$ cat config.mk
export PLATFORM = sky130hd
export DESIGN_NAME = key_value_table_core
export DESIGN_NICKNAME = d
export VERILOG_FILES = /design/src/hw/rtl/kvt_pkg.sv /design/src/hw/rtl/kvt_scan.sv /design/src/hw/rtl/key_value_table_core.sv
export SDC_FILE = /design/constraint.sdc
export NUM_CORES = 1
export LEC_CHECK = 0
export BUFFER_PORTS_ARGS = -buffer_cell sky130_fd_sc_hd__buf_2
export CELL_PAD_IN_SITES_DETAIL_PLACEMENT = 1
export CELL_PAD_IN_SITES_GLOBAL_PLACEMENT = 1
export CORE_ASPECT_RATIO = 0.7
export CORE_MARGIN = 10
export CORE_UTILIZATION = 56
export CTS_CLUSTER_SIZE = 30
export DETAILED_ROUTE_END_ITERATION = 16
export PLACE_DENSITY_LB_ADDON = 0.08
export SETUP_SLACK_MARGIN = 0.3
export SLEW_MARGIN = 5
export SYNTH_ARGS = -nofsm -noshare
export SYNTH_HDL_FRONTEND = slang
export SYNTH_SLANG_ARGS = --single-unit
$ cat constraint.sdc
create_clock -name i_clk -period 3.9 [get_ports i_clk]
set_input_delay 0.78 -clock i_clk [delete_from_list [all_inputs] [get_ports i_clk]]
set_output_delay 0.78 -clock i_clk [all_outputs]
set_load 0.02 [all_outputs]
$ cat src/hw/rtl/kvt_pkg.sv
// Shared types and constants for the key/value table.
`timescale 1ns / 1ps

package kvt_pkg;

    localparam int KVT_ENTRIES = 16;
    localparam int KEY_W       = 32;
    localparam int VAL_W       = 32;
    localparam int CNT_OUT_W   = 5;

    localparam logic [1:0] OP_LOOKUP = 2'd0;
    localparam logic [1:0] OP_INSERT = 2'd1;
    localparam logic [1:0] OP_REMOVE = 2'd2;

    localparam logic [1:0] ST_DONE = 2'd0;
    localparam logic [1:0] ST_MISS = 2'd1;
    localparam logic [1:0] ST_FULL = 2'd2;

    typedef struct packed {
        logic [1:0]              op;
        logic signed [KEY_W-1:0] key;
        logic [VAL_W-1:0]        value;
    } t_in_item;

    typedef struct packed {
        logic                 found;
        logic [VAL_W-1:0]     value_out;
        logic [1:0]           status;
        logic [CNT_OUT_W-1:0] entry_count;
    } t_out_item;

    // One key store word: valid mark above the key bits.
    typedef struct packed {
        logic             valid;
        logic [KEY_W-1:0] key;
    } t_slot;

    typedef struct packed {
        logic hit;
        logic free;
    } t_scan_flags;

    typedef enum logic [2:0] {
        S_CLEAR,
        S_IDLE,
        S_SCAN,
        S_DRAIN,
        S_EXEC,
        S_RESULT
    } t_state;

endpackage

$ cat src/hw/rtl/kvt_scan.sv
// Match and free-slot tracker fed by the key store read data during a scan.
`timescale 1ns / 1ps

module kvt_scan
    import kvt_pkg::*;
#(
    parameter int AW = 4
) (
    input  logic              i_clk,
    input  logic              i_start,
    input  logic              i_cmp,
    input  logic [AW-1:0]     i_idx,
    input  t_slot             i_slot,
    input  logic [KEY_W-1:0]  i_key,
    output t_scan_flags       o_flags,
    output logic [AW-1:0]     o_hit_idx,
    output logic [AW-1:0]     o_free_idx
);

    logic          r_hit;
    logic          r_free;
    logic [AW-1:0] r_hit_idx;
    logic [AW-1:0] r_free_idx;

    always_ff @(posedge i_clk) begin
        if (i_start) begin
            r_hit  <= 1'b0;
            r_free <= 1'b0;
        end else if (i_cmp) begin
            if (i_slot.valid && (i_slot.key == i_key)) begin
                r_hit     <= 1'b1;
                r_hit_idx <= i_idx;
            end
            // keep the lowest free slot
            if (!i_slot.valid && !r_free) begin
                r_free     <= 1'b1;
                r_free_idx <= i_idx;
            end
        end
    end

    assign o_flags    = '{hit: r_hit, free: r_free};
    assign o_hit_idx  = r_hit_idx;
    assign o_free_idx = r_free_idx;

endmodule

$ cat src/hw/rtl/key_value_table_core.sv
// One item at a time: the key store is read one slot per cycle over a full scan,
// then the drain state compares the last slot, the exec state writes back, the result
// state loads the result once the output register is free, and the table returns to
// idle before the next item is taken.
// Reset: synchronous, active low; a clearing pass then zeroes the key store,
// one slot per cycle, while no item is accepted.
`timescale 1ns / 1ps

module key_value_table_core
    import kvt_pkg::*;
#(
    parameter int ENTRIES = KVT_ENTRIES
) (
    input  logic      i_clk,
    input  logic      i_rst_n,
    input  logic      i_valid,
    output logic      o_ready,
    input  t_in_item  i_item,
    output logic      o_valid,
    input  logic      i_ready,
    output t_out_item o_item
);

    localparam int AW = (ENTRIES > 1) ? $clog2(ENTRIES) : 1;
    localparam int CW = $clog2(ENTRIES + 1);
    localparam int EW = (CW > CNT_OUT_W) ? CW : CNT_OUT_W;
    localparam logic [AW-1:0] LAST = AW'(ENTRIES - 1);
    localparam logic [CW-1:0] MAX_CNT = CW'(ENTRIES);

    t_state r_state, n_state;

    logic [AW-1:0]    r_addr;
    t_in_item         r_req;
    logic [CW-1:0]    r_count;
    logic             r_cmp;
    logic [AW-1:0]    r_cmp_idx;
    logic             r_out_vld;
    t_out_item        r_out;

    t_slot            r_kmem [ENTRIES];
    logic [VAL_W-1:0] r_vmem [ENTRIES];
    t_slot            r_kmem_rd;
    logic [VAL_W-1:0] r_vmem_rd;

    t_scan_flags      flags;
    logic [AW-1:0]    hit_idx;
    logic [AW-1:0]    free_idx;

    logic             accept;
    logic             out_load;
    logic             kmem_we;
    logic [AW-1:0]    kmem_waddr;
    t_slot            kmem_wdata;
    logic             vmem_we;
    logic [AW-1:0]    vmem_waddr;
    logic             cnt_inc;
    logic             cnt_dec;
    logic             is_lookup;
    t_out_item        result;
    logic [EW-1:0]    count_ext;

    assign accept    = i_valid && o_ready;
    assign is_lookup = (r_req.op != OP_INSERT) && (r_req.op != OP_REMOVE);

    // next state
    always_comb begin
        n_state = r_state;
        unique case (r_state)
            S_CLEAR:  if (r_addr == LAST) n_state = S_IDLE;
            S_IDLE:   if (i_valid) n_state = S_SCAN;
            S_SCAN:   if (r_addr == LAST) n_state = S_DRAIN;
            S_DRAIN:  n_state = S_EXEC;
            S_EXEC:   n_state = S_RESULT;
            S_RESULT: if (!r_out_vld || i_ready) n_state = S_IDLE;
            default:  n_state = S_CLEAR;
        endcase
    end

    // outputs of the sequencer
    always_comb begin
        o_ready    = 1'b0;
        out_load   = 1'b0;
        kmem_we    = 1'b0;
        kmem_waddr = r_addr;
        kmem_wdata = '0;
        vmem_we    = 1'b0;
        vmem_waddr = hit_idx;
        cnt_inc    = 1'b0;
        cnt_dec    = 1'b0;
        unique case (r_state)
            S_CLEAR: begin
                kmem_we = 1'b1;
            end
            S_IDLE: begin
                o_ready = 1'b1;
            end
            S_EXEC: begin
                if (r_req.op == OP_INSERT) begin
                    if (flags.hit) begin
                        vmem_we = 1'b1;
                    end else if (flags.free) begin
                        kmem_we    = 1'b1;
                        kmem_waddr = free_idx;
                        kmem_wdata = '{valid: 1'b1, key: r_req.key};
                        vmem_we    = 1'b1;
                        vmem_waddr = free_idx;
                        cnt_inc    = 1'b1;
                    end
                end else if (r_req.op == OP_REMOVE && flags.hit) begin
                    kmem_we    = 1'b1;
                    kmem_waddr = hit_idx;
                    kmem_wdata = '{valid: 1'b0, key: r_req.key};
                    cnt_dec    = 1'b1;
                end
            end
            S_RESULT: begin
                out_load = !r_out_vld || i_ready;
            end
            default: begin
            end
        endcase
    end

    always_ff @(posedge i_clk) begin
        if (!i_rst_n) begin
            r_state   <= S_CLEAR;
            r_addr    <= '0;
            r_count   <= '0;
            r_cmp     <= 1'b0;
            r_out_vld <= 1'b0;
        end else begin
            r_state <= n_state;
            r_cmp   <= (r_state == S_SCAN);
            if (accept) begin
                r_addr <= '0;
            end else if ((r_state == S_CLEAR || r_state == S_SCAN) && r_addr != LAST) begin
                r_addr <= r_addr + AW'(1);
            end
            if (cnt_inc) begin
                r_count <= r_count + CW'(1);
            end else if (cnt_dec) begin
                r_count <= r_count - CW'(1);
            end
            if (out_load) begin
                r_out_vld <= 1'b1;
            end else if (i_ready) begin
                r_out_vld <= 1'b0;
            end
        end
    end

    always_ff @(posedge i_clk) begin
        if (accept) begin
            r_req <= i_item;
        end
        r_cmp_idx <= r_addr;
        if (out_load) begin
            r_out <= result;
        end
    end

    // key store: valid mark and key, one read per cycle along the scan
    always_ff @(posedge i_clk) begin
        if (kmem_we) begin
            r_kmem[kmem_waddr] <= kmem_wdata;
        end
        r_kmem_rd <= r_kmem[r_addr];
    end

    // value store: read at the matched slot for a lookup
    always_ff @(posedge i_clk) begin
        if (vmem_we) begin
            r_vmem[vmem_waddr] <= r_req.value;
        end
        r_vmem_rd <= r_vmem[hit_idx];
    end

    kvt_scan #(
        .AW(AW)
    ) u_scan (
        .i_clk      (i_clk),
        .i_start    (accept),
        .i_cmp      (r_cmp),
        .i_idx      (r_cmp_idx),
        .i_slot     (r_kmem_rd),
        .i_key      (r_req.key),
        .o_flags    (flags),
        .o_hit_idx  (hit_idx),
        .o_free_idx (free_idx)
    );

    assign count_ext = EW'(r_count);

    always_comb begin
        result.found       = flags.hit;
        result.value_out   = (is_lookup && flags.hit) ? r_vmem_rd : '0;
        result.entry_count = count_ext[CNT_OUT_W-1:0];
        if (r_req.op == OP_INSERT) begin
            result.status = (flags.hit || flags.free) ? ST_DONE : ST_FULL;
        end else begin
            result.status = flags.hit ? ST_DONE : ST_MISS;
        end
    end

    assign o_valid = r_out_vld;
    assign o_item  = r_out;

    a_count_range: assert property (@(posedge i_clk) disable iff (!i_rst_n)
        r_count <= MAX_CNT)
        else $error("entry count above table size");

    a_accept_scans: assert property (@(posedge i_clk) disable iff (!i_rst_n)
        accept |=> (r_state == S_SCAN && r_addr == '0))
        else $error("accepted item did not start a scan at slot zero");

    a_count_step: assert property (@(posedge i_clk) disable iff (!i_rst_n)
        (r_state == S_EXEC) |=> (r_count == $past(r_count)
            || r_count == $past(r_count) + CW'(1)
            || r_count == $past(r_count) - CW'(1)))
        else $error("entry count moved by more than one");

    a_free_not_hit: assert property (@(posedge i_clk) disable iff (!i_rst_n)
        (r_state == S_EXEC && flags.hit && flags.free) |-> (hit_idx != free_idx))
        else $error("slot reported both matched and free");

endmodule

---- After elaboration in Yosys (flattened, before gate mapping) ----
Memory sizes are Yosys's and may differ from the RTL's. A register that Yosys moved wholly into a read port is not among the register bits.
Cells that the tools add are included.
storage, ports and cells
  register bits after elaboration ......... 134
  bits in latches ......................... 0
  RAM bits ................................ 1040
  bits in read-only memories .............. 0
  input bits .............................. 70
  output and inout bits ................... 42
  word-level logic and storage cells ...... 106
  memories ................................ 2
memory list
  name    words  width  rd ports  clocked after Yosys merged registers in  write ports  line                        text
  r_kmem  16     33     1         1                                        1            key_value_table_core.sv:40  t_slot r_kmem [ENTRIES];
  r_vmem  16     32     1         1                                        1            key_value_table_core.sv:41  logic [VAL_W-1:0] r_vmem [ENTRIES];
cells by class
  add/sub/neg operators ................... 3
  multipliers ............................. 0
  divide/modulo/power cells ............... 0
  order comparisons ....................... 0
  equal/unequal tests ..................... 16
  shift operators ......................... 0
  multiplexer cells ....................... 44
  bitwise gates (word level) .............. 2
  reductions and logical operators ........ 22
operators by type and width
  operator             number
  $mux 33              4
  $mux 4               9
  $eq 32x32->1         1
  $mux 32              1
  $mux 1               20
  $pmux 3 s6           1
  $mux 3               4
  $mux 5               2
  $ne 2x2->1 const B   5
  $logic_and 1x1->1    7
  $eq 3x2->1 const B   2
  $eq 3x3->1 const B   2
  $reduce_and 3->1     2
  $add 5x1->5 const B  1
  $sub 5x1->5 const B  1
  $add 4x1->4 const B  1
  $eq 4x4->1 const B   1
  $mux 2               2
  $ne 4x4->1 const B   1
  $reduce_and 2->1     2
  $reduce_and 4->1     1
  $reduce_bool 2->1    2
  $eq 3x1->1 const B   1
  $logic_not 1->1      3
  other kinds (8)      11

---- Longest topological paths before layout ----
  depth in word-level cells ............... 7
  mapped depth ............................ 12
  depth with buffers taken out ............ 10

---- Modules after synthesis ----
From an unflattened synthesis, not the netlist that was laid out.
second synthesis, totals
  cell total of the unflattened synthesis .. 1938
  area total of the unflattened synthesis .. 45942.8 µm²
by module, submodules not included
  module                times used  cells each  area each (µm²)  sequential area each (µm²)
  key_value_table_core  1           1872        45224.6          36074.6
  kvt_scan              1           66          718.2            280.3

---- Least setup slack after synthesis ----
No wires, ideal clock.
  kind .................................... register to register
  start ................................... register r_req[64] (netlist bit)
  end ..................................... memory r_kmem[15][0] (netlist bit) (enable)
  library setup time ...................... 423 ps
  data arrival time ....................... 3192 ps
  required time ........................... 3477 ps
  setup slack ............................. 285 ps
  stages on the path, launching flop included .. 10
  buffers on the path ..................... 2
  period minus slack after synthesis ...... 3615 ps
  cell sequence ........................... edfxtp_1 ha_1 nor4bb_4 buf_6 nand2_4 inv_2 buf_2 o311ai_0 nand2_1 nor2_1
on the way
  word-level cells in the longest chain between the ends .. 7
  elaborated cells between the ends (all ways) .. 11
  classes of those cells .................. eq/ne (2); mux (8); reduce/logical (1)
ends and longest elaborated chain
  item                          line                         text
  start, declared               key_value_table_core.sv:33   t_in_item r_req;
  start signal, assigned        key_value_table_core.sv:154  r_req <= i_item;
  $eq 2x2->1                    key_value_table_core.sv:109  end else if (r_req.op == OP_REMOVE && flags.hit) begin
  $logic_and 1x1->1             key_value_table_core.sv:109
  $mux 1                        key_value_table_core.sv:109
  $mux 1                        key_value_table_core.sv:98   if (r_req.op == OP_INSERT) begin
  $pmux 1 s2                    key_value_table_core.sv:90   unique case (r_state)
  $mux 1                        key_value_table_core.sv:164  if (kmem_we) begin
  $mux 1 (not written as such)  key_value_table_core.sv:165  r_kmem[kmem_waddr] <= kmem_wdata;
  end, declared                 key_value_table_core.sv:40
Parallel ways exist; a longest one is shown, timed or not.

---- Worst setup path after layout ----
  start ................................... register r_req[65] (netlist bit)
  end ..................................... memory r_kmem[9][23] (netlist bit) (enable)
Same word-level chain as after synthesis.

==> flow_metrics.env <==
export IMPL_detailedPlacementHpwl_um=60270
export IMPL_clkPwrFrac=0.423
export IMPL_fin_area_um2=52190
export IMPL_hold_violations=0
export IMPL_synthToLayoutAreaGrowth_pct=13.65
export IMPL_arrival_ns=3.74
export IMPL_mostFrequentLayoutCells="1154 x edfxtp_1, 325 x mux4_2, 113 x clkbuf_16"
export IMPL_grt_pass1_wl_um=152200
export IMPL_route_met2_wl_um=46210
export IMPL_ir_worst_vdd_mv=0.3588
export IMPL_synth_area_per_cell_um2=23.81
export IMPL_overflow=0
export IMPL_critical_path_depth=9
export IMPL_insertion_delay_ns=0.68
export IMPL_grt_max_degree=136
export IMPL_start_util=0.5678
export IMPL_layout_commonest_cell="edfxtp_1"
export IMPL_synthFlopType="edfxtp_1"
export IMPL_finalMaxSlewViolations=0
export IMPL_postCtsHoldBufs=0
export IMPL_top_layer_used="met4"
export IMPL_fin_setup_tns_ns=0
export IMPL_worstSetupPathType="flop to flop"
export IMPL_die_h_um=259.6
export IMPL_ys_types=44
export IMPL_ant_nets=0
export IMPL_yosysWarnings=0
export IMPL_vias=20830
export IMPL_totalWireLength_um=103300
export IMPL_fin_crit_ns=3.388
export IMPL_max_stage_delay_ns=0.45
export IMPL_power_density_nw_per_um2=512.3
export IMPL_synth_nets=2006
export IMPL_post_drt_wl_per_cell_um=31.28
export IMPL_synth_edf_count=1154
export IMPL_status="finished clean"
export IMPL_grt_use_total=0.2212
export IMPL_hold_ws_ns=0.2750
export IMPL_viasPerCell=6.308
export IMPL_fillers=6308
export IMPL_fin_nets=2214
export IMPL_clock_path_buffers=3
export IMPL_clkSlewWorstSetupHoldPaths_ns=0.07
export IMPL_drive_above_1_share=0.3299
export IMPL_final_cells=3302
export IMPL_p_switching_w=0.005273
export IMPL_clock_sink_count=1239
export IMPL_p_int_w=0.02146
export IMPL_path_cells="inv_1 -> ha_1 -> nor4bb_4 -> nand2_4 -> inv_2 -> o311a_1 -> nand3_1 -> nor2_4 -> buf_4"
export IMPL_p_comb_frac=0.031
export IMPL_fmax_mhz=295.2
export IMPL_syn_inst=1929
export IMPL_antenna_cells=0
export IMPL_r2r_start="r_req[65]"
export IMPL_slew_headroom=0.1414
export IMPL_cts_inserted_buffers=111
export IMPL_cts_tree="built"
export IMPL_leakage_nw=17.52
export IMPL_slowest_stage="nor2_4"
export IMPL_drcViolationCount=0
export IMPL_setup_violations=0
export IMPL_p_seq_frac=0.546
export IMPL_cp_end_kind="flop"
export IMPL_clock_root_buffer="clkbuf_16"
export IMPL_fin_crit_sh=0.8687
export IMPL_dr_pass1_iters=5
export IMPL_critPathLaunchType="flop"
export IMPL_core_area_um2=80880
export IMPL_ff2ff_setup_slack_ns=0.51
export IMPL_max_cap_violations=0
export IMPL_rows=87
export IMPL_cpLargestDelayFamily="simple AND/OR/NAND/NOR gates"
export IMPL_sw_frac_of_total=0.1972
export IMPL_min_path_type="input port to flop"
export IMPL_antenna_found_initial=7
export IMPL_crit_path_end="r_kmem[9][23]"
export IMPL_numPortBuffers=111
export IMPL_required_ns=4.25
export IMPL_drtIter0Drc=2353
export IMPL_routedLengthMet1_um=47270
export IMPL_gp_congestion=0.7750
export IMPL_finClkSkew_ns=0.02097
export IMPL_syn_cell_area_um2=45920
export IMPL_ys_async_sr_fraction=0
export IMPL_met3_length_um=8121
export IMPL_place_area_um2=48370
export IMPL_die_x_um=362.3
export IMPL_worstMarginPinSlew_ns=1.288
export IMPL_dp_cells=3089
export IMPL_h_tree_depth=3
export IMPL_critical_path_buf_inv_count=3
export IMPL_r2r_cells=9
export IMPL_crit_start="r_req[65]"
export IMPL_rr_endpoint="r_kmem[9][23]"
export IMPL_rsz0062_at_grt="true"
export IMPL_ys_seq_elements=1239
export IMPL_grt_pass1_vias=21840
export IMPL_dieArea_um2=94040
export IMPL_synth_seq_area_share=0.7916
export IMPL_cp_max_fo=27
export IMPL_pin_count=112
power by group through the flow:
| stage | Sequential (W) | Clock, W | Combinational [W] |
|---|---|---|---|
| final | 0.0146 | 0.0113 | 0.000828 |
| after global routing | 0.0146 | 0.0121 | 0.000882 |
| after CTS | 0.0146 | 0.0115 | 0.000839 |
| after detailed placement | 0.0149 | 0 | 0.000834 |
| after global placement | 0.0149 | 0 | 0.000815 |
| after floorplan | 0.0149 | 0 | 0.000549 |
area by class of cell:
cell class / count / area [µm²] / share of cell area
clock inverters: 65 / 711.9 / 0.01364
inverters: 13 / 51.30 / 0.0009829
well taps: 1068 / 1336 / 0.02560
repair buffers: 189 / 1416 / 0.02714
multi-input cells: 583 / 9233 / 0.1769
clock buffers: 145 / 3078 / 0.05897
flip-flops and latches: 1239 / 36360 / 0.6968
Yosys cell counts (all sizes together), types with 3 or more instances:
library cell	number	area share
and3	35	0.0048
nand4	3	0.00041
o311ai	4	0.00076
nor3b	4	0.00065
buf	58	0.0086
clkbuf	36	0.0029
a21boi	4	0.00065
a21o	3	0.00049
nor2b	6	0.00082
inv	13	0.0011
ha	6	0.0016
xor2	30	0.0057
nand3	15	0.0016
xnor2	8	0.0015
and2	36	0.0049
nand2	19	0.0017
dfxtp	85	0.037
a31oi	4	0.00054
edfxtp	1154	0.75
a21oi	7	0.00076
nor4	8	0.0011
o311a	4	0.00087
nor2	45	0.0037
mux4	325	0.16
per-stage QoR:
step                      utilization  total power [W]  setup slack, ns
after floorplan                     -          0.01541           0.2851
final                          0.6453          0.02674           0.5121
after detailed placement       0.5980          0.01573           0.5037
after global placement         0.5980          0.01570           0.7085
after global routing           0.6453          0.02757           0.2996
after CTS                      0.6449          0.02694           0.4905
cells by family (layout without fill, tap and decap cells):
| group | after synthesis | after routing | share of synthesized area |
|---|---|---|---|
| flip-flops | 1239 | 1239 | 0.7916 |
| multiplexers | 326 | 326 | 0.1596 |
| AND/OR/NAND/NOR | 179 | 179 | 0.02128 |
| buffers and inverters | 107 | 412 | 0.01259 |
| XOR/XNOR | 38 | 38 | 0.007247 |
| AO/OA/AOI/OAI | 33 | 33 | 0.005586 |
| adder cells (fa/ha/maj) | 7 | 7 | 0.002071 |
worst min-delay path by stage:
stage                            start              endpoint  slack (ns)  cells after the start
after global routing        i_item[48]             r_req[48]        0.24                      1
after CTS                   i_item[39]             r_req[39]        0.23                      1
after detailed placement  r_cmp_idx[0]  u_scan.o_free_idx[0]        0.42                      0
final                       i_item[39]             r_req[39]        0.27                      1
after floorplan              r_addr[3]          r_cmp_idx[3]        0.33                      0
after global placement    r_cmp_idx[0]  u_scan.o_free_idx[0]        0.41                      0
state kept, by name, summed over array words and instances (netlist names), 5 cells and up:
register,count
o_item,40
r_vmem_rd,32
r_vmem,512
count_ext,5
r_kmem,528
r_kmem_rd,33
r_req,66
per-layer routing:
layer  global-route usage  vias up
met5                    0        -
met4              0.04553        0
met3              0.04267      132
met2               0.3226      863
met1               0.3499    11290
li1                     -     8545
worst reg2reg max path: cells and delay by family, from the launching register on:
family	cells	cell delay, ns
buffers and inverters	3	0.79
AND/OR/NAND/NOR	4	1.40
flip-flops	1	0.41
AO/OA/AOI/OAI	1	0.25
adder cells (fa/ha/maj)	1	0.22
repair_timing:
action,4_1_cts,5_1_grt
setup buffers,0,3
gates resized for setup,0,1
setup endpoints to repair,0,52
Note: power is estimated with default switching activity, not from simulation.
